==> src/design/rle8bd_pkg.sv <==
`default_nettype none
package rle8bd_pkg;

  localparam int unsigned BYTE_W  = 8;
  localparam int unsigned WID_W   = 13;
  localparam int unsigned TOT_W   = 25;
  localparam int unsigned IDX_W   = 24;
  localparam int unsigned COL_W   = 12;
  localparam int unsigned ADV_W   = 21;
  localparam int unsigned CFG_W   = 25;
  localparam int unsigned CFGI_W  = 1;
  localparam int unsigned TAB_N   = 256;

  localparam logic [WID_W-1:0] MAX_WIDTH  = 13'd4096;
  localparam logic [TOT_W-1:0] MAX_PIXELS = 25'd16777216;

  localparam logic [CFGI_W-1:0] REG_IMAGE_WIDTH = 1'b0;
  localparam logic [CFGI_W-1:0] REG_PIXEL_TOTAL = 1'b1;

  localparam logic [BYTE_W-1:0] ESC_EOL   = 8'd0;
  localparam logic [BYTE_W-1:0] ESC_END   = 8'd1;
  localparam logic [BYTE_W-1:0] ESC_DELTA = 8'd2;

  typedef enum logic [2:0] {
    PH_COUNT,
    PH_SECOND,
    PH_DX,
    PH_DY,
    PH_LITERAL,
    PH_PAD
  } phase_t;

  typedef struct packed {
    logic             busy;
    logic             norm_done;
    logic [COL_W-1:0] norm_col;
  } tab_status_t;

endpackage
`default_nettype wire

==> src/design/rle8bd_if.sv <==
`default_nettype none
interface rle8bd_in_if;
  logic                          valid;
  logic                          ready;
  logic [rle8bd_pkg::BYTE_W-1:0] stream_byte;
  logic                          stream_last;
  logic                          frame_start;

  modport source (output valid, output stream_byte, output stream_last, output frame_start,
                  input ready);
  modport sink (input valid, input stream_byte, input stream_last, input frame_start,
                output ready);
endinterface

interface rle8bd_out_if;
  logic                          valid;
  logic                          ready;
  logic [rle8bd_pkg::IDX_W-1:0]  write_index;
  logic [rle8bd_pkg::BYTE_W-1:0] write_value;
  logic [rle8bd_pkg::BYTE_W-1:0] write_count;
  logic                          image_done;

  modport source (output valid, output write_index, output write_value, output write_count,
                  output image_done, input ready);
  modport sink (input valid, input write_index, input write_value, input write_count,
                input image_done, output ready);
endinterface
`default_nettype wire

==> src/design/rle8bd_mod_table.sv <==
`default_nettype none
module rle8bd_mod_table (
  input  wire logic                           clk,
  input  wire logic                           rst_n,
  input  wire logic                           start,
  input  wire logic [rle8bd_pkg::WID_W-1:0]   width,
  input  wire logic [rle8bd_pkg::COL_W-1:0]   col_raw,
  input  wire logic [rle8bd_pkg::BYTE_W-1:0]  rd_addr,
  output logic      [rle8bd_pkg::BYTE_W-1:0]  rd_data,
  output rle8bd_pkg::tab_status_t             status
);

  logic [rle8bd_pkg::BYTE_W-1:0] mem [rle8bd_pkg::TAB_N];

  logic                          active_r;
  logic                          settle_r;
  logic [rle8bd_pkg::BYTE_W-1:0] idx_r;
  logic [rle8bd_pkg::BYTE_W-1:0] acc_r;
  logic [rle8bd_pkg::BYTE_W-1:0] acc_nxt;
  logic [rle8bd_pkg::COL_W-1:0]  src_r;
  logic [rle8bd_pkg::COL_W-1:0]  rem_r;
  logic [rle8bd_pkg::COL_W-1:0]  rem_nxt;
  logic [rle8bd_pkg::COL_W:0]    rem_shift;
  logic [rle8bd_pkg::BYTE_W:0]   acc_inc;
  logic                          last_idx;

  // running value of index mod width, wrapping at width
  assign acc_inc = {1'b0, acc_r} + 9'd1;
  assign acc_nxt = (rle8bd_pkg::WID_W'(acc_inc) == width) ? '0 : acc_inc[rle8bd_pkg::BYTE_W-1:0];

  // one restoring step of column mod width, MSB first
  assign rem_shift = {rem_r, src_r[rle8bd_pkg::COL_W-1]};
  assign rem_nxt   = (rem_shift >= width) ? rle8bd_pkg::COL_W'(rem_shift - width)
                                          : rem_shift[rle8bd_pkg::COL_W-1:0];

  assign last_idx = (idx_r == rle8bd_pkg::BYTE_W'(rle8bd_pkg::TAB_N - 1));

  always_ff @(posedge clk) begin
    if (!rst_n) begin
      active_r <= 1'b1;
      settle_r <= 1'b0;
      idx_r    <= '0;
      acc_r    <= '0;
      src_r    <= '0;
      rem_r    <= '0;
    end else if (start) begin
      active_r <= 1'b1;
      settle_r <= 1'b0;
      idx_r    <= '0;
      acc_r    <= '0;
      src_r    <= col_raw;
      rem_r    <= '0;
    end else begin
      settle_r <= active_r && last_idx;
      if (active_r) begin
        idx_r <= idx_r + 8'd1;
        acc_r <= acc_nxt;
        if (last_idx) begin
          active_r <= 1'b0;
        end
        if (idx_r < rle8bd_pkg::BYTE_W'(rle8bd_pkg::COL_W)) begin
          rem_r <= rem_nxt;
          src_r <= {src_r[rle8bd_pkg::COL_W-2:0], 1'b0};
        end
      end
    end
  end

  always_ff @(posedge clk) begin
    if (active_r) begin
      mem[idx_r] <= acc_r;
    end
    rd_data <= mem[rd_addr];
  end

  assign status.busy      = active_r | settle_r;
  assign status.norm_done = active_r && (idx_r == rle8bd_pkg::BYTE_W'(rle8bd_pkg::COL_W - 1));
  assign status.norm_col  = rem_nxt;

endmodule
`default_nettype wire

==> src/design/rle8_bitmap_decoder_unit.sv <==
`default_nettype none
// 8-bit run-length bitmap decoder. Takes one compressed byte per request on in_chan and
// emits at most one pixel write command (index, value, count, image_done) per byte on
// out_chan, in the cycle after the byte is taken when the output is free; a second output
// register lets one more byte enter while the last result waits, so the sustained rate is
// one byte per cycle while out_chan.ready stays high and the table is not being rebuilt;
// in_chan.ready never follows out_chan.ready in the same cycle. Column arithmetic uses a
// 256-entry table of x mod image_width held in block RAM; it is rebuilt after reset and
// after every image_width write, with in_chan.ready low while the rebuild runs (pixel_total
// writes take effect at once). image_done marks the end of an image, on a status-only
// result (write_count 0) when the ending byte writes nothing; after it, bytes are swallowed
// until one arrives with frame_start set. Clearing the frame buffer is the consumer's job.
module rle8_bitmap_decoder_unit (
  input  wire logic                            clk,
  input  wire logic                            rst_n,
  rle8bd_in_if.sink                            in_chan,
  rle8bd_out_if.source                         out_chan,
  input  wire logic                            cfg_we,
  input  wire logic [rle8bd_pkg::CFGI_W-1:0]   cfg_index,
  input  wire logic [rle8bd_pkg::CFG_W-1:0]    cfg_data
);

  localparam int unsigned BW = rle8bd_pkg::BYTE_W;
  localparam int unsigned WW = rle8bd_pkg::WID_W;
  localparam int unsigned TW = rle8bd_pkg::TOT_W;
  localparam int unsigned CW = rle8bd_pkg::COL_W;
  localparam int unsigned AW = rle8bd_pkg::ADV_W;
  localparam int unsigned IW = rle8bd_pkg::IDX_W;

  // configuration
  logic [WW-1:0] width_cfg_r;
  logic [TW-1:0] total_cfg_r;
  logic [WW-1:0] w_eff;
  logic [TW-1:0] t_eff;
  logic          width_wr;

  // decoder state
  rle8bd_pkg::phase_t phase_r, phase_nxt;
  logic [BW-1:0] held_r, held_nxt;
  logic [BW-1:0] lit_r, lit_nxt;
  logic          pad_r, pad_nxt;
  logic [BW-1:0] dx_r, dx_nxt;
  logic [TW-1:0] pos_r, pos_nxt;
  logic [CW-1:0] col_raw_r, col_raw_nxt;
  logic [CW-1:0] col_r, col_nxt;
  logic          fin_r, fin_nxt;

  // table
  rle8bd_pkg::tab_status_t tab_st;
  logic [BW-1:0] tab_addr;
  logic [BW-1:0] tab_rd;

  // output stage
  logic          out_valid_r;
  logic [IW-1:0] out_index_r;
  logic [BW-1:0] out_value_r;
  logic [BW-1:0] out_count_r;
  logic          out_done_r;
  logic          skid_valid_r;
  logic [IW-1:0] skid_index_r;
  logic [BW-1:0] skid_value_r;
  logic [BW-1:0] skid_count_r;
  logic          skid_done_r;
  logic          out_free;
  logic          res_push;

  logic          acc;
  logic          res_valid;
  logic [IW-1:0] res_index;
  logic [BW-1:0] res_value;
  logic [BW-1:0] res_count;
  logic          wrote;

  // step working values
  logic [TW-1:0] pos_c;
  logic [TW-1:0] room;
  logic          adv_en;
  logic [AW-1:0] adv_n;
  logic [CW-1:0] adv_col;
  logic [TW:0]   p_sum;
  logic [AW-1:0] dy_prod;
  logic [WW-1:0] col_tab;
  logic [CW-1:0] col_tab_wrap;
  logic [WW-1:0] col_inc;
  logic [CW-1:0] col_lit;
  logic [WW-1:0] eol_n;

  assign w_eff = (width_cfg_r == '0) ? WW'(1) :
                 (width_cfg_r > rle8bd_pkg::MAX_WIDTH) ? rle8bd_pkg::MAX_WIDTH : width_cfg_r;
  assign t_eff = (total_cfg_r == '0) ? TW'(1) :
                 (total_cfg_r > rle8bd_pkg::MAX_PIXELS) ? rle8bd_pkg::MAX_PIXELS : total_cfg_r;

  assign width_wr = cfg_we && (cfg_index == rle8bd_pkg::REG_IMAGE_WIDTH);

  always_ff @(posedge clk) begin
    if (!rst_n) begin
      width_cfg_r <= WW'(1);
      total_cfg_r <= TW'(1);
    end else if (cfg_we) begin
      unique case (cfg_index)
        rle8bd_pkg::REG_IMAGE_WIDTH: width_cfg_r <= cfg_data[WW-1:0];
        rle8bd_pkg::REG_PIXEL_TOTAL: total_cfg_r <= cfg_data[TW-1:0];
        default: ;
      endcase
    end
  end

  assign in_chan.ready = !tab_st.busy && !skid_valid_r;
  assign acc = in_chan.valid && in_chan.ready;

  // table read follows the byte whose residue the next step will need
  always_comb begin
    if (acc && !(fin_r && !in_chan.frame_start) &&
        ((in_chan.frame_start || phase_r == rle8bd_pkg::PH_COUNT ||
          phase_r == rle8bd_pkg::PH_DX))) begin
      tab_addr = in_chan.stream_byte;
    end else if (phase_r == rle8bd_pkg::PH_DY) begin
      tab_addr = dx_r;
    end else begin
      tab_addr = held_r;
    end
  end

  rle8bd_mod_table u_tab (
    .clk     (clk),
    .rst_n   (rst_n),
    .start   (width_wr),
    .width   (w_eff),
    .col_raw (col_raw_r),
    .rd_addr (tab_addr),
    .rd_data (tab_rd),
    .status  (tab_st)
  );

  assign dy_prod      = AW'(in_chan.stream_byte) * AW'(w_eff);
  assign col_tab      = WW'(col_r) + WW'(tab_rd);
  assign col_tab_wrap = (col_tab >= w_eff) ? CW'(col_tab - w_eff) : col_tab[CW-1:0];
  assign col_inc      = WW'(col_r) + WW'(1);
  assign col_lit      = (col_inc == w_eff) ? '0 : col_inc[CW-1:0];
  assign eol_n        = w_eff - WW'(col_r);

  always_comb begin
    phase_nxt   = phase_r;
    held_nxt    = held_r;
    lit_nxt     = lit_r;
    pad_nxt     = pad_r;
    dx_nxt      = dx_r;
    pos_nxt     = pos_r;
    col_raw_nxt = col_raw_r;
    col_nxt     = col_r;
    fin_nxt     = fin_r;
    wrote       = 1'b0;
    res_valid   = 1'b0;
    res_index   = '0;
    res_value   = '0;
    res_count   = '0;
    adv_en      = 1'b0;
    adv_n       = '0;
    adv_col     = '0;
    pos_c       = '0;
    room        = '0;
    p_sum       = '0;

    if (acc) begin
      if (in_chan.frame_start) begin
        phase_nxt   = rle8bd_pkg::PH_COUNT;
        held_nxt    = '0;
        lit_nxt     = '0;
        pad_nxt     = 1'b0;
        dx_nxt      = '0;
        pos_nxt     = '0;
        col_raw_nxt = '0;
        col_nxt     = '0;
        fin_nxt     = 1'b0;
      end

      if (!fin_nxt) begin
        // pull the position back inside a shrunk image
        pos_c   = (pos_nxt > t_eff) ? t_eff : pos_nxt;
        pos_nxt = pos_c;
        room    = t_eff - pos_c;

        unique case (phase_nxt)
          rle8bd_pkg::PH_SECOND: begin
            phase_nxt = rle8bd_pkg::PH_COUNT;
            if (held_nxt != '0) begin
              wrote     = 1'b1;
              res_index = pos_c[IW-1:0];
              res_value = in_chan.stream_byte;
              res_count = (TW'(held_nxt) < room) ? held_nxt : room[BW-1:0];
              adv_en    = 1'b1;
              adv_n     = AW'(held_nxt);
              adv_col   = col_tab_wrap;
            end else begin
              unique case (in_chan.stream_byte)
                rle8bd_pkg::ESC_EOL: begin
                  if (col_nxt != '0) begin
                    adv_en  = 1'b1;
                    adv_n   = AW'(eol_n);
                    adv_col = '0;
                  end
                end
                rle8bd_pkg::ESC_END:   fin_nxt   = 1'b1;
                rle8bd_pkg::ESC_DELTA: phase_nxt = rle8bd_pkg::PH_DX;
                default: begin
                  lit_nxt   = in_chan.stream_byte;
                  pad_nxt   = in_chan.stream_byte[0];
                  phase_nxt = rle8bd_pkg::PH_LITERAL;
                end
              endcase
            end
          end
          rle8bd_pkg::PH_DX: begin
            dx_nxt    = in_chan.stream_byte;
            phase_nxt = rle8bd_pkg::PH_DY;
          end
          rle8bd_pkg::PH_DY: begin
            phase_nxt = rle8bd_pkg::PH_COUNT;
            adv_en    = 1'b1;
            adv_n     = AW'(dx_nxt) + dy_prod;
            adv_col   = col_tab_wrap;
          end
          rle8bd_pkg::PH_LITERAL: begin
            wrote     = 1'b1;
            res_index = pos_c[IW-1:0];
            res_value = in_chan.stream_byte;
            res_count = BW'(1);
            adv_en    = 1'b1;
            adv_n     = AW'(1);
            adv_col   = col_lit;
            lit_nxt   = lit_nxt - BW'(1);
            if (lit_nxt == '0) begin
              phase_nxt = pad_nxt ? rle8bd_pkg::PH_PAD : rle8bd_pkg::PH_COUNT;
            end
          end
          rle8bd_pkg::PH_PAD: begin
            pad_nxt   = 1'b0;
            phase_nxt = rle8bd_pkg::PH_COUNT;
          end
          default: begin
            held_nxt  = in_chan.stream_byte;
            phase_nxt = rle8bd_pkg::PH_SECOND;
          end
        endcase

        if (adv_en) begin
          p_sum = {1'b0, pos_c} + (TW+1)'(adv_n);
          if (p_sum >= {1'b0, t_eff}) begin
            pos_nxt = t_eff;
            fin_nxt = 1'b1;
          end else begin
            pos_nxt = p_sum[TW-1:0];
          end
          col_raw_nxt = adv_col;
          col_nxt     = adv_col;
        end

        // an unfinished pair, delta or run is dropped at stream end
        if (in_chan.stream_last) begin
          fin_nxt = 1'b1;
        end

        res_valid = wrote || fin_nxt;
        if (!wrote) begin
          res_index = pos_nxt[IW-1:0];
        end
      end
    end

    if (tab_st.norm_done) begin
      col_nxt = tab_st.norm_col;
    end
  end

  assign out_free = !out_valid_r || out_chan.ready;
  assign res_push = acc && res_valid;

  always_ff @(posedge clk) begin
    if (!rst_n) begin
      phase_r      <= rle8bd_pkg::PH_COUNT;
      held_r       <= '0;
      lit_r        <= '0;
      pad_r        <= 1'b0;
      dx_r         <= '0;
      pos_r        <= '0;
      col_raw_r    <= '0;
      col_r        <= '0;
      fin_r        <= 1'b0;
      out_valid_r  <= 1'b0;
      skid_valid_r <= 1'b0;
    end else begin
      phase_r   <= phase_nxt;
      held_r    <= held_nxt;
      lit_r     <= lit_nxt;
      pad_r     <= pad_nxt;
      dx_r      <= dx_nxt;
      pos_r     <= pos_nxt;
      col_raw_r <= col_raw_nxt;
      col_r     <= col_nxt;
      fin_r     <= fin_nxt;
      if (out_free) begin
        out_valid_r  <= skid_valid_r || res_push;
        skid_valid_r <= 1'b0;
      end else if (res_push) begin
        skid_valid_r <= 1'b1;
      end
    end
  end

  // hold the payload until taken; park a new result beside a waiting one
  always_ff @(posedge clk) begin
    if (out_free) begin
      if (skid_valid_r) begin
        out_index_r <= skid_index_r;
        out_value_r <= skid_value_r;
        out_count_r <= skid_count_r;
        out_done_r  <= skid_done_r;
      end else if (res_push) begin
        out_index_r <= res_index;
        out_value_r <= res_value;
        out_count_r <= res_count;
        out_done_r  <= fin_nxt;
      end
    end else if (res_push) begin
      skid_index_r <= res_index;
      skid_value_r <= res_value;
      skid_count_r <= res_count;
      skid_done_r  <= fin_nxt;
    end
  end

  assign out_chan.valid       = out_valid_r;
  assign out_chan.write_index = out_index_r;
  assign out_chan.write_value = out_value_r;
  assign out_chan.write_count = out_count_r;
  assign out_chan.image_done  = out_done_r;

  a_status_only_done: assert property (@(posedge clk) disable iff (!rst_n)
    out_valid_r |-> (out_count_r != '0 || out_done_r))
    else $error("status-only result without image_done");

  a_done_sticks: assert property (@(posedge clk) disable iff (!rst_n)
    (acc && res_valid && fin_nxt) |=> fin_r)
    else $error("image ended but decoder not finished");

  a_col_in_row: assert property (@(posedge clk) disable iff (!rst_n)
    !tab_st.busy |-> (WW'(col_r) < w_eff))
    else $error("column outside row");

  a_pos_bounded: assert property (@(posedge clk) disable iff (!rst_n)
    pos_r <= rle8bd_pkg::MAX_PIXELS)
    else $error("pixel position beyond frame");

endmodule
`default_nettype wire
==> src/flat_wrapper.sv <==
// flat-port wrapper written by rule: the top's interface ports become plain ports
module rle8_bitmap_decoder_unit_flat 
  (clk, rst_n, cfg_we, cfg_index, cfg_data, in_chan_valid, in_chan_stream_byte, in_chan_stream_last, in_chan_frame_start, in_chan_ready, out_chan_valid, out_chan_write_index, out_chan_write_value, out_chan_write_count, out_chan_image_done, out_chan_ready);
  rle8bd_in_if in_chan_i ();
  rle8bd_out_if out_chan_i ();
  input  wire logic clk;
  input  wire logic rst_n;
  input  wire logic cfg_we;
  input  wire logic [rle8bd_pkg::CFGI_W-1:0] cfg_index;
  input  wire logic [rle8bd_pkg::CFG_W-1:0] cfg_data;
  input wire logic [$bits(in_chan_i.valid)-1:0] in_chan_valid;
  input wire logic [$bits(in_chan_i.stream_byte)-1:0] in_chan_stream_byte;
  input wire logic [$bits(in_chan_i.stream_last)-1:0] in_chan_stream_last;
  input wire logic [$bits(in_chan_i.frame_start)-1:0] in_chan_frame_start;
  output wire logic [$bits(in_chan_i.ready)-1:0] in_chan_ready;
  output wire logic [$bits(out_chan_i.valid)-1:0] out_chan_valid;
  output wire logic [$bits(out_chan_i.write_index)-1:0] out_chan_write_index;
  output wire logic [$bits(out_chan_i.write_value)-1:0] out_chan_write_value;
  output wire logic [$bits(out_chan_i.write_count)-1:0] out_chan_write_count;
  output wire logic [$bits(out_chan_i.image_done)-1:0] out_chan_image_done;
  input wire logic [$bits(out_chan_i.ready)-1:0] out_chan_ready;
  assign in_chan_i.valid = in_chan_valid;
  assign in_chan_i.stream_byte = in_chan_stream_byte;
  assign in_chan_i.stream_last = in_chan_stream_last;
  assign in_chan_i.frame_start = in_chan_frame_start;
  assign in_chan_ready = in_chan_i.ready;
  assign out_chan_valid = out_chan_i.valid;
  assign out_chan_write_index = out_chan_i.write_index;
  assign out_chan_write_value = out_chan_i.write_value;
  assign out_chan_write_count = out_chan_i.write_count;
  assign out_chan_image_done = out_chan_i.image_done;
  assign out_chan_i.ready = out_chan_ready;
  rle8_bitmap_decoder_unit u_core (.clk(clk), .rst_n(rst_n), .in_chan(in_chan_i), .out_chan(out_chan_i), .cfg_we(cfg_we), .cfg_index(cfg_index), .cfg_data(cfg_data));
endmodule
==> config.mk <==
export PLATFORM = sky130hd
export DESIGN_NAME = rle8_bitmap_decoder_unit_flat
export DESIGN_NICKNAME = d
export VERILOG_FILES = /design/src/design/rle8bd_pkg.sv /design/src/design/rle8bd_if.sv /design/src/design/rle8bd_mod_table.sv /design/src/design/rle8_bitmap_decoder_unit.sv /design/src/flat_wrapper.sv
export SDC_FILE = /design/constraint.sdc
export NUM_CORES = 2
export LEC_CHECK = 0
export ABC_CLOCK_PERIOD_IN_PS = 11800
export BUFFER_PORTS_ARGS = -buffer_cell sky130_fd_sc_hd__buf_2
export CORE_ASPECT_RATIO = 0.75
export CORE_MARGIN = 2
export CORE_UTILIZATION = 40
export DETAILED_ROUTE_END_ITERATION = 6
export PLACE_DENSITY = 0.58
export SLEW_MARGIN = 5
export SYNTH_ARGS = -nofsm -noshare
export SYNTH_HDL_FRONTEND = slang
export SYNTH_HIERARCHICAL = 1
export SYNTH_SLANG_ARGS = --single-unit
==> constraint.sdc <==
create_clock -name clk -period 11.8 [get_ports clk]
set_clock_uncertainty 0.05 [all_clocks]
set_input_delay 1.77 -clock clk [delete_from_list [all_inputs] [get_ports clk]]
set_output_delay 1.77 -clock clk [all_outputs]
set_load 0.05 [all_outputs]
# --- Word level (Yosys, flattened, before mapping) ---
# Memory sizes are Yosys's and may differ from the RTL's. A register that Yosys moved wholly into a read port is not among the register bits.
# Cells that the tools add are included.
classes:
  n_bitwise: 4
  order_cmp: 8
  add_sub_neg: 11
  n_reduce_logical: 43
  multipliers: 1
  mux: 114
  n_eq_ne: 13
ops:
  columns: ["cell", "n"]
  rows:
  - ["$mux 8", 27]
  - ["$mux 25", 8]
  - ["$mux 12", 16]
  - ["$mux 24", 6]
  - ["$mux 21", 4]
  - ["$pmux 21 s3", 1]
  - ["$pmux 24 s2", 1]
  - ["$pmux 8 s2", 3]
  - ["$mux 13", 3]
  - ["$pmux 12 s3", 1]
  - ["$mux 1", 33]
  - ["$add 25x21->26", 1]
  - ["$ge 13x13->1", 2]
  - ["$ge 26x25->1", 1]
  - ["$gt 25x25->1", 1]
  - ["$gt 25x25->1 const B", 1]
  - ["$logic_not 25->1", 1]
  - ["$lt 8x25->1", 1]
  - ["$sub 25x25->25", 1]
  - ["$sub 12x12->12", 2]
  - ["$add 8x21->21", 1]
  - ["$mul 8x13->21", 1]
  - ["$mux 3", 6]
  - ["$logic_not 8->1", 2]
  - ["34 further kinds", 70]
totals:
  mem_bits_rw: 2048
  out_inout_bits: 43
  n_memories: 1
  ff_bits: 242
  input_bits: 41
  word_cells: 222
mem_list:
  columns: ["memory", "words", "word_bits", "read_ports", "rd_clocked_by_memory_dff", "write_ports", "line", "source"]
  rows:
  - ["u_core.u_tab.mem", 256, 8, 1, 1, 1, "rle8bd_mod_table.sv:13", "logic [rle8bd_pkg::BYTE_W-1:0] mem [rle8bd_pkg::TAB_N];"]

# --- Logic depth before layout (Yosys ltp) ---
depth:
  word_depth: 25
  depth_mapped: 49
  mapped_depth_nobuf: 45

# --- Hierarchy ---
# The synthesis kept the hierarchy.
by_module_without_submodules:
  columns: ["mod", "seq_area_each_um2", "area_each_um2", "cells_per_inst", "instances"]
  rows:
  - ["rle8bd_mod_table", 62499.9, 81695.9, 4010, 1]
  - ["rle8_bitmap_decoder_unit", 4824.6, 19342.3, 2351, 1]

# --- Worst setup path after synthesis ---
# OpenSTA, ideal clock, no wires.
synth_timing:
  path_type: "input-to-reg"
  start: "input in_chan_frame_start"
  end: "register u_core.out_done_r, in the netlist u_core/out_chan.image_done, enable pin"
  stages: 44
  path_slack_ns: -0.453
  path_buffers: 5
  setup_ns: 0.439
  arrival_time_ns: 11.764
  t_required_ns: 11.311
  cell_sequence: "clkbuf_1 clkbuf_1 inv_1 clkbuf_1 buf_1 nand2_1 fa_1 inv_1 fa_1 ha_1 inv_1 fa_1 inv_1 ha_1 a21o_1 a21oi_1 nand2b_1 a21oi_1 [... 8 more ...] a21oi_1 nor2b_1 nor2_1 o21a_1 o311a_1 nor3b_1 o21ai_1 nor2_1 xnor2_1 ha_1 and3_1 o211ai_1 o221ai_4 buf_6 a221oi_2 a21oi_1 nor2_1 nor2_1"
synth_between:
  elab_chain_len: 22
  word_cells_on_any_way: 52
  cone_classes: "2 x add/sub; 2 x order compare; 3 x eq/ne; 38 x mux; 7 x reduce/logical"
synth_lines:
  columns: ["element", "line", "source"]
  rows:
  - ["from (decl)", "flat_wrapper.sv:14", "input wire logic [$bits(in_chan_i.frame_start)-1:0] in_chan_frame_start;"]
  - ["branches (longest 17 deep; another with $add 25x21->26)", null, null]
  - ["$mux 1 (*)", "rle8_bitmap_decoder_unit.sv:177", "if (!fin_nxt) begin"]
  - ["$mux 1 (*)", "rle8_bitmap_decoder_unit.sv:164", "if (acc) begin"]
  - ["$logic_and 1x1->1 (*)", "rle8_bitmap_decoder_unit.sv:276", "assign res_push = acc && res_valid;"]
  - ["$reduce_bool 2->1 (no source line) (*)", null, null]
  - ["$reduce_and 2->1 (no source line) (*)", null, null]
  - ["to (signal assigned)", "rle8_bitmap_decoder_unit.sv:317", "out_done_r <= skid_done_r;"]
  - ["to (signal assigned)", "rle8_bitmap_decoder_unit.sv:322", "out_done_r <= fin_nxt;"]
  - ["to (decl)", "rle8_bitmap_decoder_unit.sv:58", "logic out_done_r;"]
# Mark *: on every way between the ends. The select of a mux whose other input is x is not followed.
# A chain may end at the register's enable or synchronous reset.

# --- Final worst setup path ---
layout_timing:
  start: "register u_core.total_cfg_r[12]"
  end: "register u_core.skid_value_r[7], enable pin"
layout_between:
  elab_chain_len: 17
  word_cells_on_any_way: 18
  cone_classes: "1 x add/sub; 3 x order compare; 10 x mux; 4 x reduce/logical"
layout_lines:
  columns: ["element", "line", "source"]
  rows:
  - ["from (decl)", "rle8_bitmap_decoder_unit.sv:32", "logic [TW-1:0] total_cfg_r;"]
  - ["from (signal assigned)", "rle8_bitmap_decoder_unit.sv:102", "rle8bd_pkg::REG_PIXEL_TOTAL: total_cfg_r <= cfg_data[TW-1:0];"]
  - ["$gt 25x25->1", "rle8_bitmap_decoder_unit.sv:91", "(total_cfg_r > rle8bd_pkg::MAX_PIXELS) ? rle8bd_pkg::MAX_PIXELS : total_cfg_r;"]
  - ["$mux 25", "rle8_bitmap_decoder_unit.sv:91", null]
  - ["$mux 25 (*)", "rle8_bitmap_decoder_unit.sv:90", "assign t_eff = (total_cfg_r == '0) ? TW'(1) :"]
  - ["$gt 25x25->1", "rle8_bitmap_decoder_unit.sv:179", "pos_c = (pos_nxt > t_eff) ? t_eff : pos_nxt;"]
  - ["$mux 25", "rle8_bitmap_decoder_unit.sv:179", null]
  - ["$add 25x21->26", "rle8_bitmap_decoder_unit.sv:247", "p_sum = {1'b0, pos_c} + (TW+1)'(adv_n);"]
  - ["$ge 26x25->1 (*)", "rle8_bitmap_decoder_unit.sv:248", "if (p_sum >= {1'b0, t_eff}) begin"]
  - ["$mux 1 (*)", "rle8_bitmap_decoder_unit.sv:248", null]
  - ["$mux 1 (*)", "rle8_bitmap_decoder_unit.sv:246", "if (adv_en) begin"]
  - ["$mux 1 (*)", "rle8_bitmap_decoder_unit.sv:259", "if (in_chan.stream_last) begin"]
  - ["$mux 1 (*)", "rle8_bitmap_decoder_unit.sv:177", null]
  - ["$mux 1 (*)", "rle8_bitmap_decoder_unit.sv:164", null]
  - ["$logic_or 1x1->1 (*)", "rle8_bitmap_decoder_unit.sv:263", "res_valid = wrote || fin_nxt;"]
  - ["$mux 1 (*)", "rle8_bitmap_decoder_unit.sv:177", null]
  - ["$mux 1 (*)", "rle8_bitmap_decoder_unit.sv:164", null]
  - ["$logic_and 1x1->1 (*)", "rle8_bitmap_decoder_unit.sv:276", null]
  - ["$reduce_and 2->1 (no source line) (*)", null, null]
  - ["to (signal assigned)", "rle8_bitmap_decoder_unit.sv:326", "skid_value_r <= res_value;"]
  - ["to (decl)", "rle8_bitmap_decoder_unit.sv:61", "logic [BW-1:0] skid_value_r;"]
# Mark *: on every way between the ends. The rest lies on a longest branch, timed or not. The select of a mux whose other input is x is not followed.

==> flow_metrics.py <==
metrics = {
    "power": {
        "power-per-cell-area_mw_per_mm2": 150,
        "power.leakage_nw": 37.1,
        "p_total_mw": 16.8,
        "clkPwrFrac": 0.417,
        "netSwitchingFraction": 0.218,
        "power.switching_mw": 3.67,
        "seq_power_share": 0.531,
        "peakVddDrop_v": 0.000134,
        "combinationalPowerShare": 0.052,
        "p_int_mw": 13.1,
    },
    "clock_tree": {
        "clk_latency_ps": 900,
        "cts_tree": "built",
        "root_buffer": "clkbuf_16",
        "postCtsHoldBufs": 0,
        "cts_resized": 0,
        "cts.sinks": 2298,
        "cts_buffers": 222,
        "htree_levels": 4,
        "clk_path_buf_depth": 4,
        "cts.clk_slew.worst_paths_ps": 60,
        "post_cts_buffers": 0,
    },
    "place": {
        "dp_cells": 9502,
        "gp_congestion": 0.927,
        "dp_hpwl_um": 179000,
        "io_buffer_count": 83,
    },
    "floorplan": {
        "die_w_um": 584,
        "io_pins": 84,
        "coreArea_mm2": 0.251,
        "die_y_um": 439,
        "start_util": 0.403,
        "row_count": 159,
        "die_area_mm2": 0.257,
    },
    "synthesis": {
        "ys_types": 97,
        "synthAdderAreaFrac": 0.0409,
        "yosysWarningCount": 6,
        "synth_edf_count": 2130,
        "yosysTopAreaCell": "edfxtp_1",
        "ys_ff_latch": 2298,
        "synth_ff_type": "edfxtp_1",
        "ys_async_sr_fraction": 0,
        "yosys-top-cells-area": "edfxtp_1 63%, mux4_2 11%, dfxtp_1 3.3%, ha_1 2.5%, mux2i_1 1.7%",
        "seq_area_frac_synth": 0.666,
        "synth_top_family_by_area": "multiplexers",
        "synth_area_mm2": 0.101,
        "synth.area.mux_share": 0.125,
        "synthCells": 6361,
        "synth_xor_area_frac": 0.0111,
        "postSynthAreaPerCell_um2": 15.9,
        "synth-simple-area-share": 0.0632,
        "synth_top_area_share": 0.633,
        "synthesis.nets": 6684,
        "synth_compound_area_frac": 0.0672,
    },
    "setup_path": {
        "endpoint_kind": "register",
        "cp.depth": 31,
        "path_class": "register to register",
        "worstSetupStartpointType": "register",
        "path_common_cell": "a21oi_1",
        "r2r_slack_ps": 880,
        "crit_fanout": 41,
        "critPathLaunch": "u_core/total_cfg_r[12]$_SDFFE_PN0P_",
        "worstPathRequired_ps": 12140,
        "cp_data_arrival_time_ps": 11250,
        "path_buf_inv": 2,
        "cpPeakStageDelay_ps": 770,
        "crit_path_top_delay_cell": "nand2_1",
        "reg2reg_depth": 31,
        "timing.critical_path.max_delay_family": "compound AO/OA/AOI/OAI gates",
        "rr_endpoint": "u_core/skid_value_r[7]$_DFFE_PP_",
        "crit_end": "u_core/skid_value_r[7]$_DFFE_PP_",
        "r2r_start": "u_core/total_cfg_r[12]$_SDFFE_PN0P_",
    },
    "detailed_routing": {
        "vias": 58435,
        "drt_iter0_drc": 6919,
        "vias_per_cell": 5.90,
        "drc": 0,
        "drtAntennaViolNets": 0,
        "first_pass_iters": 6,
        "finalWirelength_um": 279000,
        "wl_per_cell_um": 28.2,
    },
    "finish": {
        "layout.nets": 6749,
        "synthToLayoutAreaGrowth_pct": 11.0,
        "fill_cells": 21772,
        "seq_area_mm2": 0.0674,
        "drive_gt1_frac": 0.166,
        "instances_no_fill": 9910,
        "multi_input_area_mm2": 0.0312,
    },
    "grt": {
        "grt_pass1_vias": 57198,
        "grtUsageTotal": 0.215,
        "grt_pass1_wl_um": 406000,
        "overflow": 0,
        "antenna_found_initial": 16,
        "grt_max_degree": 213,
    },
    "sta": {
        "tns_ps": 0,
        "rsz0062_at_grt": "false",
        "slew_viol_final": 0,
        "setup_viol": 0,
        "fmax_mhz": 91.6,
        "hold_ws_ps": 404,
        "period_minus_slack_ps": 10920,
        "worst_pin_slew_ps": 1240,
        "finalHoldViolations": 0,
        "fin_crit_sh": 0.925,
        "max_slew_margin": 0.168,
    },
    "run_status": {
        "status": "finished clean",
    },
    "hold_path": {
        "hp-class": "register to register",
    },
    "run": {
        "drv_cap": 0,
    },
}
-- final cells by class --
type / count / area share
inverters: 255 / 0.00853
clock inverters: 124 / 0.0105
flip-flops and latches: 2298 / 0.600
diodes: 8 / 0.000178
multi-input cells: 3445 / 0.278
clock buffers: 276 / 0.0521
repair buffers: 204 / 0.0134
well taps: 3300 / 0.0368
-- layout by cell type, fill, tap and decap left out, types with 58 or more instances in the layout --
master,instances
buf_4,108
a21o_1,58
and2_1,100
nand3_1,69
mux4_2,478
edfxtp_1,2130
ha_1,202
o21ai_0,176
xnor2_1,88
mux2i_1,167
nor2b_1,94
inv_1,252
dfxtp_1,159
nor3_1,81
a22oi_1,84
nor2_1,436
buf_2,82
o22ai_1,129
fa_1,80
a21oi_1,186
clkbuf_16,224
nand2_1,371
-- sequential cells by signal, summed over array words and instances (netlist names), 12 cells and up --
signal and flops:
u_core/col_r 12, u_core/col_raw_r 12, u_core/out_chan.write_index 24, u_core/pos_r 25, u_core/skid_index_r 24, u_core/total_cfg_r 25, u_core/u_tab/mem 2048, u_core/u_tab/rem_r 12
u_core/u_tab/src_r 12, u_core/width_cfg_r 13
-- per-stage QoR --
stage / utilization / cell area (µm²) / setup slack [ps]
after floorplan: - / 101000 / 224
after global placement: 0.419 / 105000 / 770
after detailed placement: 0.419 / 105000 / 698
after CTS: 0.447 / 112000 / 1260
after global routing: 0.448 / 112000 / 497
final: 0.448 / 112000 / 881
-- power by group through the flow --
stage          clock [mW]  combinational, mW  sequential [mW]
2_1_floorplan           0              0.553             9.14
3_5_place_dp            0              0.850             9.10
4_1_cts              7.15              0.857             8.93
3_3_place_gp            0              0.843             9.10
5_1_grt              7.45              0.949             8.93
6_report             7.02              0.868             8.93
-- synthesized netlist by cell type (27+ instances only) --
library cell / number
nor2_1: 441
o22ai_1: 129
ha_1: 202
a21o_1: 58
a22o_1: 30
fa_1: 80
inv_1: 252
nor3_1: 82
nand2b_1: 27
xnor2_1: 88
xor2_1: 37
a211oi_1: 51
nand4_1: 33
and2_1: 102
dfxtp_1: 168
a21boi_0: 50
buf_2: 67
mux4_2: 478
nor2b_1: 97
mux2i_1: 167
buf_4: 47
o21ai_0: 177
edfxtp_1: 2130
nor4_1: 40
nand2_1: 371
clkbuf_1: 215
a31oi_1: 29
nand3_1: 74
a21oi_1: 193
a22oi_1: 84
a221oi_1: 28
-- worst min-delay path by stage --
stage,from,to,slack (ps),depth (start not counted)
detailed placement,u_core/pos_r[11]$_SDFFE_PN0P_,u_core/pos_r[11]$_SDFFE_PN0P_,390,2
global route,u_core/col_raw_r[3]$_SDFFE_PN0P_,u_core/col_raw_r[3]$_SDFFE_PN0P_,430,1
floorplan,u_core/col_raw_r[10]$_SDFFE_PN0P_,u_core/col_raw_r[10]$_SDFFE_PN0P_,370,2
global placement,u_core/col_raw_r[9]$_SDFFE_PN0P_,u_core/col_raw_r[9]$_SDFFE_PN0P_,390,2
CTS,u_core/pos_r[11]$_SDFFE_PN0P_,u_core/pos_r[11]$_SDFFE_PN0P_,410,2
finish,u_core/col_raw_r[3]$_SDFFE_PN0P_,u_core/col_raw_r[3]$_SDFFE_PN0P_,400,1
-- metal layers --
metal,GRT usage,vias up,part of all wire
li1,-,24963,-
met1,0.332,30565,0.46
met2,0.310,2535,0.43
met3,0.0433,370,0.090
met4,0.0507,2,0.024
met5,0,-,0.000047
-- logic make-up after synthesis --
logic type	after synthesis
buf+inv	618
xor+xnor	126
fa+ha+maj	282
compound gates	1013
flops	2298
mux	661
simple gates	1363
Power figures use the tool's default switching activity.
